**src/rtl/cfa_pkg.sv**
```systemverilog
// Package for the contiguous fit allocator.
// Holds opcodes, status codes, fit policies, register indexes and the sequencer states.
// No dependencies.
package cfa_pkg;

   localparam logic [1:0] OP_REQUEST = 2'd0;
   localparam logic [1:0] OP_RELEASE = 2'd1;
   localparam logic [1:0] OP_FIND    = 2'd2;

   localparam logic [1:0] FIT_BEST  = 2'd0;
   localparam logic [1:0] FIT_FIRST = 2'd1;
   localparam logic [1:0] FIT_NEXT  = 2'd2;
   localparam logic [1:0] FIT_WORST = 2'd3;

   localparam logic REG_FIT_MODE   = 1'b0;
   localparam logic REG_TOTAL_SIZE = 1'b1;

   localparam logic [2:0] RS_ALLOCATED   = 3'd0;
   localparam logic [2:0] RS_REQ_FAILED  = 3'd1;
   localparam logic [2:0] RS_FREED       = 3'd2;
   localparam logic [2:0] RS_REL_FAILED  = 3'd3;
   localparam logic [2:0] RS_FOUND       = 3'd4;
   localparam logic [2:0] RS_NOT_FOUND   = 3'd5;

   typedef enum logic [2:0] {
      ST_IDLE,
      ST_SCAN,
      ST_SHIFT_UP,
      ST_SHIFT_DN,
      ST_PUT,
      ST_DONE
   } state_type;

   typedef struct packed {
      logic take;
      logic stop;
   } fit_flags_type;

endpackage

```
**src/rtl/cfa_ram.sv**
```systemverilog
// Generic simple dual-port RAM with one write port and one registered read port.
// No dependencies.
module cfa_ram #(
   parameter int WIDTH = 48,
   parameter int DEPTH = 32
) (
   input  logic                     clock,
   input  logic                     wr_en,
   input  logic [$clog2(DEPTH)-1:0] wr_addr,
   input  logic [WIDTH-1:0]         wr_data,
   input  logic                     rd_en,
   input  logic [$clog2(DEPTH)-1:0] rd_addr,
   output logic [WIDTH-1:0]         rd_data
);
   logic [WIDTH-1:0] mem_ff [DEPTH];
   logic [WIDTH-1:0] rd_data_ff;

   always_ff @(posedge clock) begin
      if (wr_en) begin
         mem_ff[wr_addr] <= wr_data;
      end
      if (rd_en) begin
         rd_data_ff <= mem_ff[rd_addr];
      end
   end

   assign rd_data = rd_data_ff;
endmodule

```
**src/rtl/cfa_fit.sv**
```systemverilog
// Placement decision for one hole under the selected fit policy.
// Depends on cfa_pkg.
module cfa_fit
   import cfa_pkg::*;
#(
   parameter int AW = 16
) (
   input  logic [AW:0]   hole_start,
   input  logic [AW-1:0] hole_limit,
   input  logic [AW-1:0] req_size,
   input  logic [AW-1:0] rov,
   input  logic [1:0]    fit_mode,
   input  logic          rov_pass,
   input  logic          is_end,
   input  logic          found,
   input  logic [AW-1:0] best,
   output fit_flags_type flags,
   output logic [AW:0]   at,
   output logic [AW-1:0] hole_size
);
   logic [AW:0] lim_x;
   logic [AW:0] rov_x;
   logic [AW:0] cand;
   logic [AW:0] diff;
   logic        fits;
   logic        rov_ok;

   assign lim_x     = {1'b0, hole_limit};
   assign rov_x     = {1'b0, rov};
   assign hole_size = (lim_x > hole_start) ? AW'(lim_x - hole_start) : '0;
   assign fits      = hole_size >= req_size;
   assign cand      = (hole_start > rov_x) ? hole_start : rov_x;
   assign diff      = lim_x - cand;
   assign rov_ok    = (lim_x > rov_x) && (lim_x >= cand) && (diff >= {1'b0, req_size});

   always_comb begin
      flags.take = 1'b0;
      flags.stop = 1'b0;
      at         = hole_start;
      if (rov_pass) begin
         flags.take = rov_ok;
         flags.stop = rov_ok;
         at         = cand;
      end else begin
         case (fit_mode)
            FIT_FIRST, FIT_NEXT: begin
               flags.take = fits;
               flags.stop = fits;
            end
            FIT_BEST: begin
               flags.take = fits && (!found || (is_end ? hole_size <= best : hole_size < best));
            end
            default: begin
               flags.take = fits && (!found || (is_end ? hole_size >= best : hole_size > best));
            end
         endcase
      end
   end
endmodule

```
**src/rtl/contiguous_fit_allocator.sv**
```systemverilog
// Contiguous fit allocator: sorted block table in one RAM, scanned and shifted in place.
// A request scans up to count+1 holes at one RAM read per cycle, then shifts the entries
// above the insertion point one per cycle; next fit may scan twice.
// Release and find scan up to count entries; release then shifts the rest down.
// Synchronous active-high reset empties the table; RAM contents need no clearing.
// Depends on cfa_pkg, cfa_ram and cfa_fit.
module contiguous_fit_allocator
   import cfa_pkg::*;
#(
   parameter int MAX_BLOCKS = 32,
   parameter int ADDR_WIDTH = 16,
   parameter int ID_WIDTH   = 16
) (
   input  logic                  clock,
   input  logic                  reset,
   input  logic                  req_valid,
   output logic                  req_ready,
   input  logic [1:0]            req_mode,
   input  logic [ID_WIDTH-1:0]   req_block_id,
   input  logic [ADDR_WIDTH-1:0] req_request_size,
   output logic                  rsp_valid,
   input  logic                  rsp_ready,
   output logic [2:0]            rsp_status,
   output logic [ADDR_WIDTH-1:0] rsp_block_start,
   output logic [ADDR_WIDTH-1:0] rsp_block_size,
   input  logic                  csr_we,
   input  logic                  csr_index,
   input  logic [ADDR_WIDTH-1:0] csr_wdata
);
   localparam int AW = ADDR_WIDTH;
   localparam int IDW = ID_WIDTH;
   localparam int CW = $clog2(MAX_BLOCKS + 1);
   localparam int IW = $clog2(MAX_BLOCKS);
   localparam int EW = IDW + 2 * AW;

   state_type state_ff, state_in;

   logic [1:0]    fit_mode_ff;
   logic [AW-1:0] total_ff;
   logic [CW-1:0] cnt_ff, cnt_in;
   logic [AW-1:0] rov_ff, rov_in;

   logic [1:0]     op_ff, op_in;
   logic [IDW-1:0] id_ff, id_in;
   logic [AW-1:0]  rq_ff, rq_in;

   logic [CW:0]   iss_ff, iss_in;
   logic          ev_vld_ff, ev_vld_in;
   logic [CW-1:0] ev_g_ff, ev_g_in;
   logic [AW:0]   prev_end_ff, prev_end_in;
   logic          found_ff, found_in;
   logic [CW-1:0] pos_ff, pos_in;
   logic [AW:0]   at_ff, at_in;
   logic [AW-1:0] best_ff, best_in;
   logic          pass_ff, pass_in;
   logic [CW-1:0] sh_ff, sh_in;
   logic          pend_ff, pend_in;
   logic [IW-1:0] pend_addr_ff, pend_addr_in;

   logic [2:0]    res_status_ff, res_status_in;
   logic [AW-1:0] res_start_ff, res_start_in;
   logic [AW-1:0] res_size_ff, res_size_in;

   logic          rsp_valid_ff, rsp_valid_in;
   logic [2:0]    rsp_status_ff, rsp_status_in;
   logic [AW-1:0] rsp_start_ff, rsp_start_in;
   logic [AW-1:0] rsp_size_ff, rsp_size_in;

   logic          ram_we, ram_re;
   logic [IW-1:0] ram_wa, ram_ra;
   logic [EW-1:0] ram_wd, ram_rd;

   logic [IDW-1:0] e_id;
   logic [AW-1:0]  e_start, e_size;
   logic           accept, is_end, lookup, match, iss_go, scan_end, req_found;
   logic           up_go, dn_go, rsp_free;
   logic [AW-1:0]  hole_lim, hole_sz;
   logic [AW:0]    fit_at;
   fit_flags_type  fit_flags;

   assign e_id      = ram_rd[EW-1 -: IDW];
   assign e_start   = ram_rd[2*AW-1 -: AW];
   assign e_size    = ram_rd[AW-1:0];
   assign accept    = req_valid && req_ready;
   assign lookup    = op_ff != OP_REQUEST;
   assign is_end    = ev_g_ff == cnt_ff;
   assign match     = !is_end && (e_id == id_ff);
   assign iss_go    = (state_ff == ST_SCAN) && (iss_ff <= {1'b0, cnt_ff});
   assign hole_lim  = is_end ? total_ff : e_start;
   assign scan_end  = (state_ff == ST_SCAN) && ev_vld_ff &&
                      (lookup ? (match || is_end) : (fit_flags.stop || is_end));
   assign req_found = found_ff || fit_flags.take;
   assign up_go     = sh_ff > pos_ff;
   assign dn_go     = (sh_ff + CW'(1)) < cnt_ff;
   assign rsp_free  = !rsp_valid_ff || rsp_ready;

   cfa_ram #(.WIDTH(EW), .DEPTH(MAX_BLOCKS)) u_ram (
      .clock   (clock),
      .wr_en   (ram_we),
      .wr_addr (ram_wa),
      .wr_data (ram_wd),
      .rd_en   (ram_re),
      .rd_addr (ram_ra),
      .rd_data (ram_rd)
   );

   cfa_fit #(.AW(AW)) u_fit (
      .hole_start (prev_end_ff),
      .hole_limit (hole_lim),
      .req_size   (rq_ff),
      .rov        (rov_ff),
      .fit_mode   (fit_mode_ff),
      .rov_pass   (pass_ff),
      .is_end     (is_end),
      .found      (found_ff),
      .best       (best_ff),
      .flags      (fit_flags),
      .at         (fit_at),
      .hole_size  (hole_sz)
   );

   always_comb begin
      state_in = state_ff;
      unique case (state_ff)
         ST_IDLE: begin
            if (accept) begin
               if (req_mode == OP_RELEASE || req_mode == OP_FIND) begin
                  state_in = ST_SCAN;
               end else if (req_mode == OP_REQUEST && cnt_ff != CW'(MAX_BLOCKS)) begin
                  state_in = ST_SCAN;
               end else begin
                  state_in = ST_DONE;
               end
            end
         end
         ST_SCAN: begin
            if (scan_end) begin
               if (lookup) begin
                  state_in = (match && op_ff == OP_RELEASE) ? ST_SHIFT_DN : ST_DONE;
               end else if (req_found) begin
                  state_in = ST_SHIFT_UP;
               end else if (!pass_ff) begin
                  state_in = ST_DONE;
               end
            end
         end
         ST_SHIFT_UP: begin
            if (!up_go) begin
               state_in = ST_PUT;
            end
         end
         ST_SHIFT_DN: begin
            if (!dn_go) begin
               state_in = ST_DONE;
            end
         end
         ST_PUT: begin
            state_in = ST_DONE;
         end
         ST_DONE: begin
            if (rsp_free) begin
               state_in = ST_IDLE;
            end
         end
         default: begin
            state_in = ST_IDLE;
         end
      endcase
   end

   always_comb begin
      req_ready = state_ff == ST_IDLE;
      ram_re    = 1'b0;
      ram_ra    = '0;
      ram_we    = 1'b0;
      ram_wa    = pend_addr_ff;
      ram_wd    = ram_rd;
      unique case (state_ff)
         ST_SCAN: begin
            ram_re = iss_go && (iss_ff < {1'b0, cnt_ff});
            ram_ra = iss_ff[IW-1:0];
         end
         ST_SHIFT_UP: begin
            ram_re = up_go;
            ram_ra = IW'(sh_ff - CW'(1));
            ram_we = pend_ff;
         end
         ST_SHIFT_DN: begin
            ram_re = dn_go;
            ram_ra = IW'(sh_ff + CW'(1));
            ram_we = pend_ff;
         end
         ST_PUT: begin
            ram_we = 1'b1;
            ram_wa = pos_ff[IW-1:0];
            ram_wd = {id_ff, at_ff[AW-1:0], rq_ff};
         end
         default: begin
         end
      endcase
   end

   always_comb begin
      op_in         = op_ff;
      id_in         = id_ff;
      rq_in         = rq_ff;
      cnt_in        = cnt_ff;
      rov_in        = rov_ff;
      iss_in        = iss_ff;
      ev_vld_in     = 1'b0;
      ev_g_in       = ev_g_ff;
      prev_end_in   = prev_end_ff;
      found_in      = found_ff;
      pos_in        = pos_ff;
      at_in         = at_ff;
      best_in       = best_ff;
      pass_in       = pass_ff;
      sh_in         = sh_ff;
      pend_in       = 1'b0;
      pend_addr_in  = pend_addr_ff;
      res_status_in = res_status_ff;
      res_start_in  = res_start_ff;
      res_size_in   = res_size_ff;
      rsp_valid_in  = rsp_valid_ff && !rsp_ready;
      rsp_status_in = rsp_status_ff;
      rsp_start_in  = rsp_start_ff;
      rsp_size_in   = rsp_size_ff;
      case (state_ff)
         ST_IDLE: begin
            op_in       = req_mode;
            id_in       = req_block_id;
            rq_in       = req_request_size;
            iss_in      = '0;
            prev_end_in = '0;
            found_in    = 1'b0;
            pass_in     = (req_mode == OP_REQUEST) && (fit_mode_ff == FIT_NEXT);
            if (req_mode == OP_REQUEST) begin
               res_status_in = RS_REQ_FAILED;
               res_start_in  = '0;
               res_size_in   = req_request_size;
            end else begin
               res_status_in = (req_mode == OP_RELEASE) ? RS_REL_FAILED : RS_NOT_FOUND;
               res_start_in  = '0;
               res_size_in   = '0;
            end
         end
         ST_SCAN: begin
            if (iss_go) begin
               iss_in    = iss_ff + (CW+1)'(1);
               ev_vld_in = 1'b1;
               ev_g_in   = iss_ff[CW-1:0];
            end
            if (ev_vld_ff) begin
               if (!is_end) begin
                  prev_end_in = {1'b0, e_start} + {1'b0, e_size};
               end
               if (!lookup && fit_flags.take) begin
                  found_in = 1'b1;
                  pos_in   = ev_g_ff;
                  at_in    = fit_at;
                  best_in  = hole_sz;
               end
            end
            if (scan_end) begin
               ev_vld_in = 1'b0;
               if (lookup) begin
                  if (match) begin
                     res_status_in = (op_ff == OP_RELEASE) ? RS_FREED : RS_FOUND;
                     res_start_in  = e_start;
                     res_size_in   = e_size;
                     sh_in         = ev_g_ff;
                  end
               end else if (req_found) begin
                  sh_in = cnt_ff;
               end else if (pass_ff) begin
                  pass_in     = 1'b0;
                  iss_in      = '0;
                  prev_end_in = '0;
               end
            end
         end
         ST_SHIFT_UP: begin
            if (up_go) begin
               pend_in      = 1'b1;
               pend_addr_in = sh_ff[IW-1:0];
               sh_in        = sh_ff - CW'(1);
            end
         end
         ST_SHIFT_DN: begin
            if (dn_go) begin
               pend_in      = 1'b1;
               pend_addr_in = sh_ff[IW-1:0];
               sh_in        = sh_ff + CW'(1);
            end else begin
               cnt_in = cnt_ff - CW'(1);
            end
         end
         ST_PUT: begin
            cnt_in        = cnt_ff + CW'(1);
            res_status_in = RS_ALLOCATED;
            res_start_in  = at_ff[AW-1:0];
            res_size_in   = rq_ff;
            if (fit_mode_ff == FIT_NEXT) begin
               rov_in = AW'(at_ff + {1'b0, rq_ff});
            end
         end
         ST_DONE: begin
            if (rsp_free) begin
               rsp_valid_in  = 1'b1;
               rsp_status_in = res_status_ff;
               rsp_start_in  = res_start_ff;
               rsp_size_in   = res_size_ff;
            end
         end
         default: begin
         end
      endcase
   end

   always_ff @(posedge clock) begin
      if (reset) begin
         state_ff     <= ST_IDLE;
         fit_mode_ff  <= FIT_BEST;
         total_ff     <= '1;
         cnt_ff       <= '0;
         rov_ff       <= '0;
         ev_vld_ff    <= 1'b0;
         pend_ff      <= 1'b0;
         rsp_valid_ff <= 1'b0;
      end else begin
         state_ff     <= state_in;
         cnt_ff       <= cnt_in;
         rov_ff       <= rov_in;
         ev_vld_ff    <= ev_vld_in;
         pend_ff      <= pend_in;
         rsp_valid_ff <= rsp_valid_in;
         if (csr_we) begin
            if (csr_index == REG_FIT_MODE) begin
               fit_mode_ff <= csr_wdata[1:0];
            end else begin
               total_ff <= csr_wdata;
            end
         end
      end
   end

   always_ff @(posedge clock) begin
      op_ff         <= op_in;
      id_ff         <= id_in;
      rq_ff         <= rq_in;
      iss_ff        <= iss_in;
      ev_g_ff       <= ev_g_in;
      prev_end_ff   <= prev_end_in;
      found_ff      <= found_in;
      pos_ff        <= pos_in;
      at_ff         <= at_in;
      best_ff       <= best_in;
      pass_ff       <= pass_in;
      sh_ff         <= sh_in;
      pend_addr_ff  <= pend_addr_in;
      res_status_ff <= res_status_in;
      res_start_ff  <= res_start_in;
      res_size_ff   <= res_size_in;
      rsp_status_ff <= rsp_status_in;
      rsp_start_ff  <= rsp_start_in;
      rsp_size_ff   <= rsp_size_in;
   end

   assign rsp_valid       = rsp_valid_ff;
   assign rsp_status      = rsp_status_ff;
   assign rsp_block_start = rsp_start_ff;
   assign rsp_block_size  = rsp_size_ff;

   a_count_bound: assert property (@(posedge clock) disable iff (reset)
      cnt_ff <= CW'(MAX_BLOCKS))
      else $error("entry count exceeds table depth");

   a_put_room: assert property (@(posedge clock) disable iff (reset)
      state_ff == ST_PUT |-> cnt_ff < CW'(MAX_BLOCKS))
      else $error("insert into a full table");

   a_busy_after_accept: assert property (@(posedge clock) disable iff (reset)
      accept |=> !req_ready)
      else $error("request accepted while still busy");

   a_shift_no_collide: assert property (@(posedge clock) disable iff (reset)
      ram_we && ram_re |-> ram_wa != ram_ra)
      else $error("shift reads the entry it writes");
endmodule

```
**config.mk**
```make
export PLATFORM = sky130hd
export DESIGN_NAME = contiguous_fit_allocator
export DESIGN_NICKNAME = d
export VERILOG_FILES = /design/src/rtl/cfa_pkg.sv /design/src/rtl/cfa_ram.sv /design/src/rtl/cfa_fit.sv /design/src/rtl/contiguous_fit_allocator.sv
export SDC_FILE = /design/constraint.sdc
export NUM_CORES = 2
export LEC_CHECK = 0
export BUFFER_PORTS_ARGS = -buffer_cell sky130_fd_sc_hd__buf_2
export CAP_MARGIN = 10
export CORE_ASPECT_RATIO = 2
export CORE_UTILIZATION = 55
export CTS_CLUSTER_SIZE = 28
export DETAILED_ROUTE_END_ITERATION = 10
export GPL_TIMING_DRIVEN = 1
export PLACE_DENSITY = 0.71
export REMOVE_ABC_BUFFERS = 1
export SLEW_MARGIN = 20
export SYNTH_ARGS = -nofsm -noshare
export SYNTH_HDL_FRONTEND = slang
export SYNTH_SLANG_ARGS = --single-unit
```
**constraint.sdc**
```tcl
create_clock -name clock -period 8.62 [get_ports clock]
set_input_delay 1.293 -clock clock [delete_from_list [all_inputs] [get_ports clock]]
set_output_delay 1.293 -clock clock [all_outputs]
set_load 0.01 [all_outputs]
```
==> results.cfg <==
[drt]
drc = 0
wl_per_cell_um = 32.7
drt_wl_total_um = 213000
avgViaCountPerCell = 6.56
vias = 42741
final_antenna_net_count = 0
drtPass1Iterations = 6
drt_iter0_markers = 5126

[logic_synthesis]
synth-edff-count = 1769
synthArstFlopShare_pct = 0
synth_area_um2 = 76000
postSynthCellCount = 4500
synth_area_leaders = edfxtp_1 70%, mux4_2 11%, nand2_1 3.1%
yosysUniqueCellTypes = 79
synth-main-ff-cell = edfxtp_1
yosys.area.top_type = edfxtp_1
synth_seq_area_share_pct = 71.1
yosysWarningCount = 0
ys_ff_latch = 1815
yosysTopAreaCellShare_pct = 69.9
avgSynthCellArea_um2 = 16.9

[min_path]
hp-class = flip-flop to flip-flop
worstHoldEndpoint = rsp_status[2]$_DFFE_PP_
hold_depth = 0
min-delay-start = res_status_ff[2]$_DFFE_PP_

[pwr]
peakVddDrop_uv = 168
leakagePower_nw = 27.8
cellPowerDensity_nw_per_um2 = 293
total_power_mw = 24.5

[setup_path]
start_kind = flip-flop
slowest_delay_ps = 720
r2r_start = cnt_ff[0]$_SDFFE_PP0P_
cp_slowest_cell = a2111oi_0
crit_required_ps = 9170
path_max_fanout = 8
reg2reg_slack_ps = 550
path_class = flip-flop to flip-flop
worstRegToRegCells = 26
crit_top_cell = o21ai_0
crit_start = cnt_ff[0]$_SDFFE_PP0P_
arrival_ps = 8620
endpoint_kind = flip-flop
rr_endpoint = found_ff$_DFFE_PP_

[timing]
fin_tns_setup_ps = 0
final-setup-viol-count = 0
hold_viol = 0
slew_viol_final = 0
relSlewSlack_pct = 21.8
post-route-period-util_pct = 93.6
fin_crit_ps = 8070
final.setup.worst_slack_ps = 550
fin_skew_ps = 52.2
rsz0062_at_grt = false
fmax_mhz = 124
worst_slew_pin_slew_ps = 1170

[floorplanning]
coreArea_um2 = 137000
die_y_um = 528
rows = 192
fp.dieW_um = 265
ioPinCount = 93
start_util_pct = 55.5
die_area_um2 = 140000

[clocking]
ctsHoldBuffers = 0
post-cts-setup-buffers = 0
cts_buffers = 158
clkLatencyLatePin_ps = 810
cts_root_buffer = clkbuf_16
clock_path_buffers = 4
cts_tree = built
cts.sink_count = 1815
clkTransAtPathRegs_ps = 70
htree_num_levels = 4
cts_resized = 0

[global_route]
grt_pass1_wl_um = 301000
grt_overflow = 0
grt_use_total_pct = 30.7
grt_max_degree = 144
antenna_found_initial = 8
grt_pass1_vias = 43280

[placement]
pre_cts_slack_ps = 544
portBuffers = 92
hpwlAfterDp_um = 127000
globalplace.congestion = 0.982

[layout]
layout-drive-gt1-share_pct = 19.0
area_delta_synth_final_pct = 10.3
final_nets = 4891
post-route-util_pct = 61.2

[status]
status = finished clean

[job]
maxCapViolCount = 0
through the flow:
stage / cell area [um^2] / std cells / hold WS (ps)
final: 83800 / 6515 / 418
after global routing: 83800 / 6515 / 428
after CTS: 83700 / 6512 / 418
after detailed placement: 78800 / 6244 / 405
after global placement: 78800 / 6243 / 401
after floorplan: 74800 / 4289 / 400
layer usage:
metal / global-route usage, % / vias up / part of all wire [%]
met3: 3.79 / 643 / 7.3
met5: 0 / - / 0.0089
met4: 20.6 / 2 / 7.6
met1: 34.5 / 21861 / 33
met2: 54.6 / 2314 / 52
li1: - / 17921 / -
critical path: cells and delay by family (launching register included):
family | cells | cell delay (ps)
flip-flops | 1 | 550
adder cells (fa/ha/maj) | 2 | 800
multiplexers | 2 | 670
XOR/XNOR | 1 | 120
AO/OA/AOI/OAI | 8 | 2150
buffers and inverters | 2 | 490
AND/OR/NAND/NOR | 11 | 3020
how the worst max path moves through the flow:
stage | end | slack [ps]
floorplan | u_ram.rd_data[34]$_DFFE_PP_ | -10940
global placement | found_ff$_DFFE_PP_ | 440
detailed placement | found_ff$_DFFE_PP_ | 540
CTS | found_ff$_DFFE_PP_ | 490
global route | found_ff$_DFFE_PP_ | 180
finish | found_ff$_DFFE_PP_ | 550
sequential cells by signal (all words and copies together) (netlist names), 3 cells and up:
name	cells
iss_ff	7
rq_ff	16
rsp_status	3
id_ff	16
at_ff	16
res_status_ff	3
best_ff	16
rov_ff	16
u_ram.mem_ff	1536
prev_end_ff	17
pend_addr_ff	5
u_ram.rd_data	48
pos_ff	6
res_size_ff	16
total_ff	16
state_ff	3
rsp_block_start	16
res_start_ff	16
sh_ff	6
cnt_ff	6
rsp_block_size	16
ev_g_ff	6
placed cells by master, fill, tap and decap left out, types with 12 or more instances in the layout:
cell,instances
a222oi_1,16
edfxtp_1,1769
nand3_1,263
buf_4,105
a21o_1,30
a22o_1,17
mux2_2,20
nand4_1,23
o21a_1,18
mux2i_1,14
clkbuf_16,161
nor3_1,27
nand2b_1,13
o21ai_1,57
nor2b_1,17
a21oi_1,136
ha_1,172
clkinv_1,27
xor2_1,34
and3_1,32
a211o_1,21
nand2_1,626
buf_2,92
a211oi_1,19
nor2_4,34
nor2_1,129
inv_1,122
mux4_2,384
o21ai_0,53
xnor2_1,47
clkinv_2,20
bufinv_16,12
clkbuf_1,31
dfxtp_1,46
layout make-up:
type / instances / area [um^2]
Antenna cell: 3 / 7.51
Sequential cell: 1815 / 54000
Clock buffer: 194 / 4170
Inverter: 126 / 475
Multi-Input combinational cell: 2348 / 20700
Fill cell: 9834 / 53200
Clock inverter: 74 / 701
Tap cell: 1746 / 2180
Timing Repair Buffer: 209 / 1500
report_power, final:
group	switching (mW)	internal (mW)
sequential	0.292	10.9
combinational	4.22	2.18
clock	3.13	3.81
total	7.64	16.9
logic make-up (layout without fill, tap and decap cells):
group	count (synthesis)	count (layout)	synth area share, %
buffers and inverters	337	603	2.21
XOR/XNOR	81	81	0.934
multiplexers	418	418	11.9
adder cells (fa/ha/maj)	177	177	2.96
other	0	3	0
AO/OA/AOI/OAI	459	459	3.93
AND/OR/NAND/NOR	1213	1213	6.95
flip-flops	1815	1815	71.1
Yosys cell counts (all sizes together), types with 6 or more instances:
cell type and count:
edfxtp 1769, nand2 629, mux4 384, nand3 263
ha 172, nor2 163, a21oi 139, buf 127
inv 126, o21ai 125, clkbuf 84, xnor2 47
dfxtp 46, xor2 34, a21o 32, and3 32
nor3 28, nand4 23, a211o 21, a211oi 20
mux2 20, o21a 18, a22o 17, nor2b 17
a222oi 16, mux2i 14, nand2b 13, a31oi 11
nor4 10, and2 8, o211ai 8, o31ai 6
(Power assumes the default switching activity.)
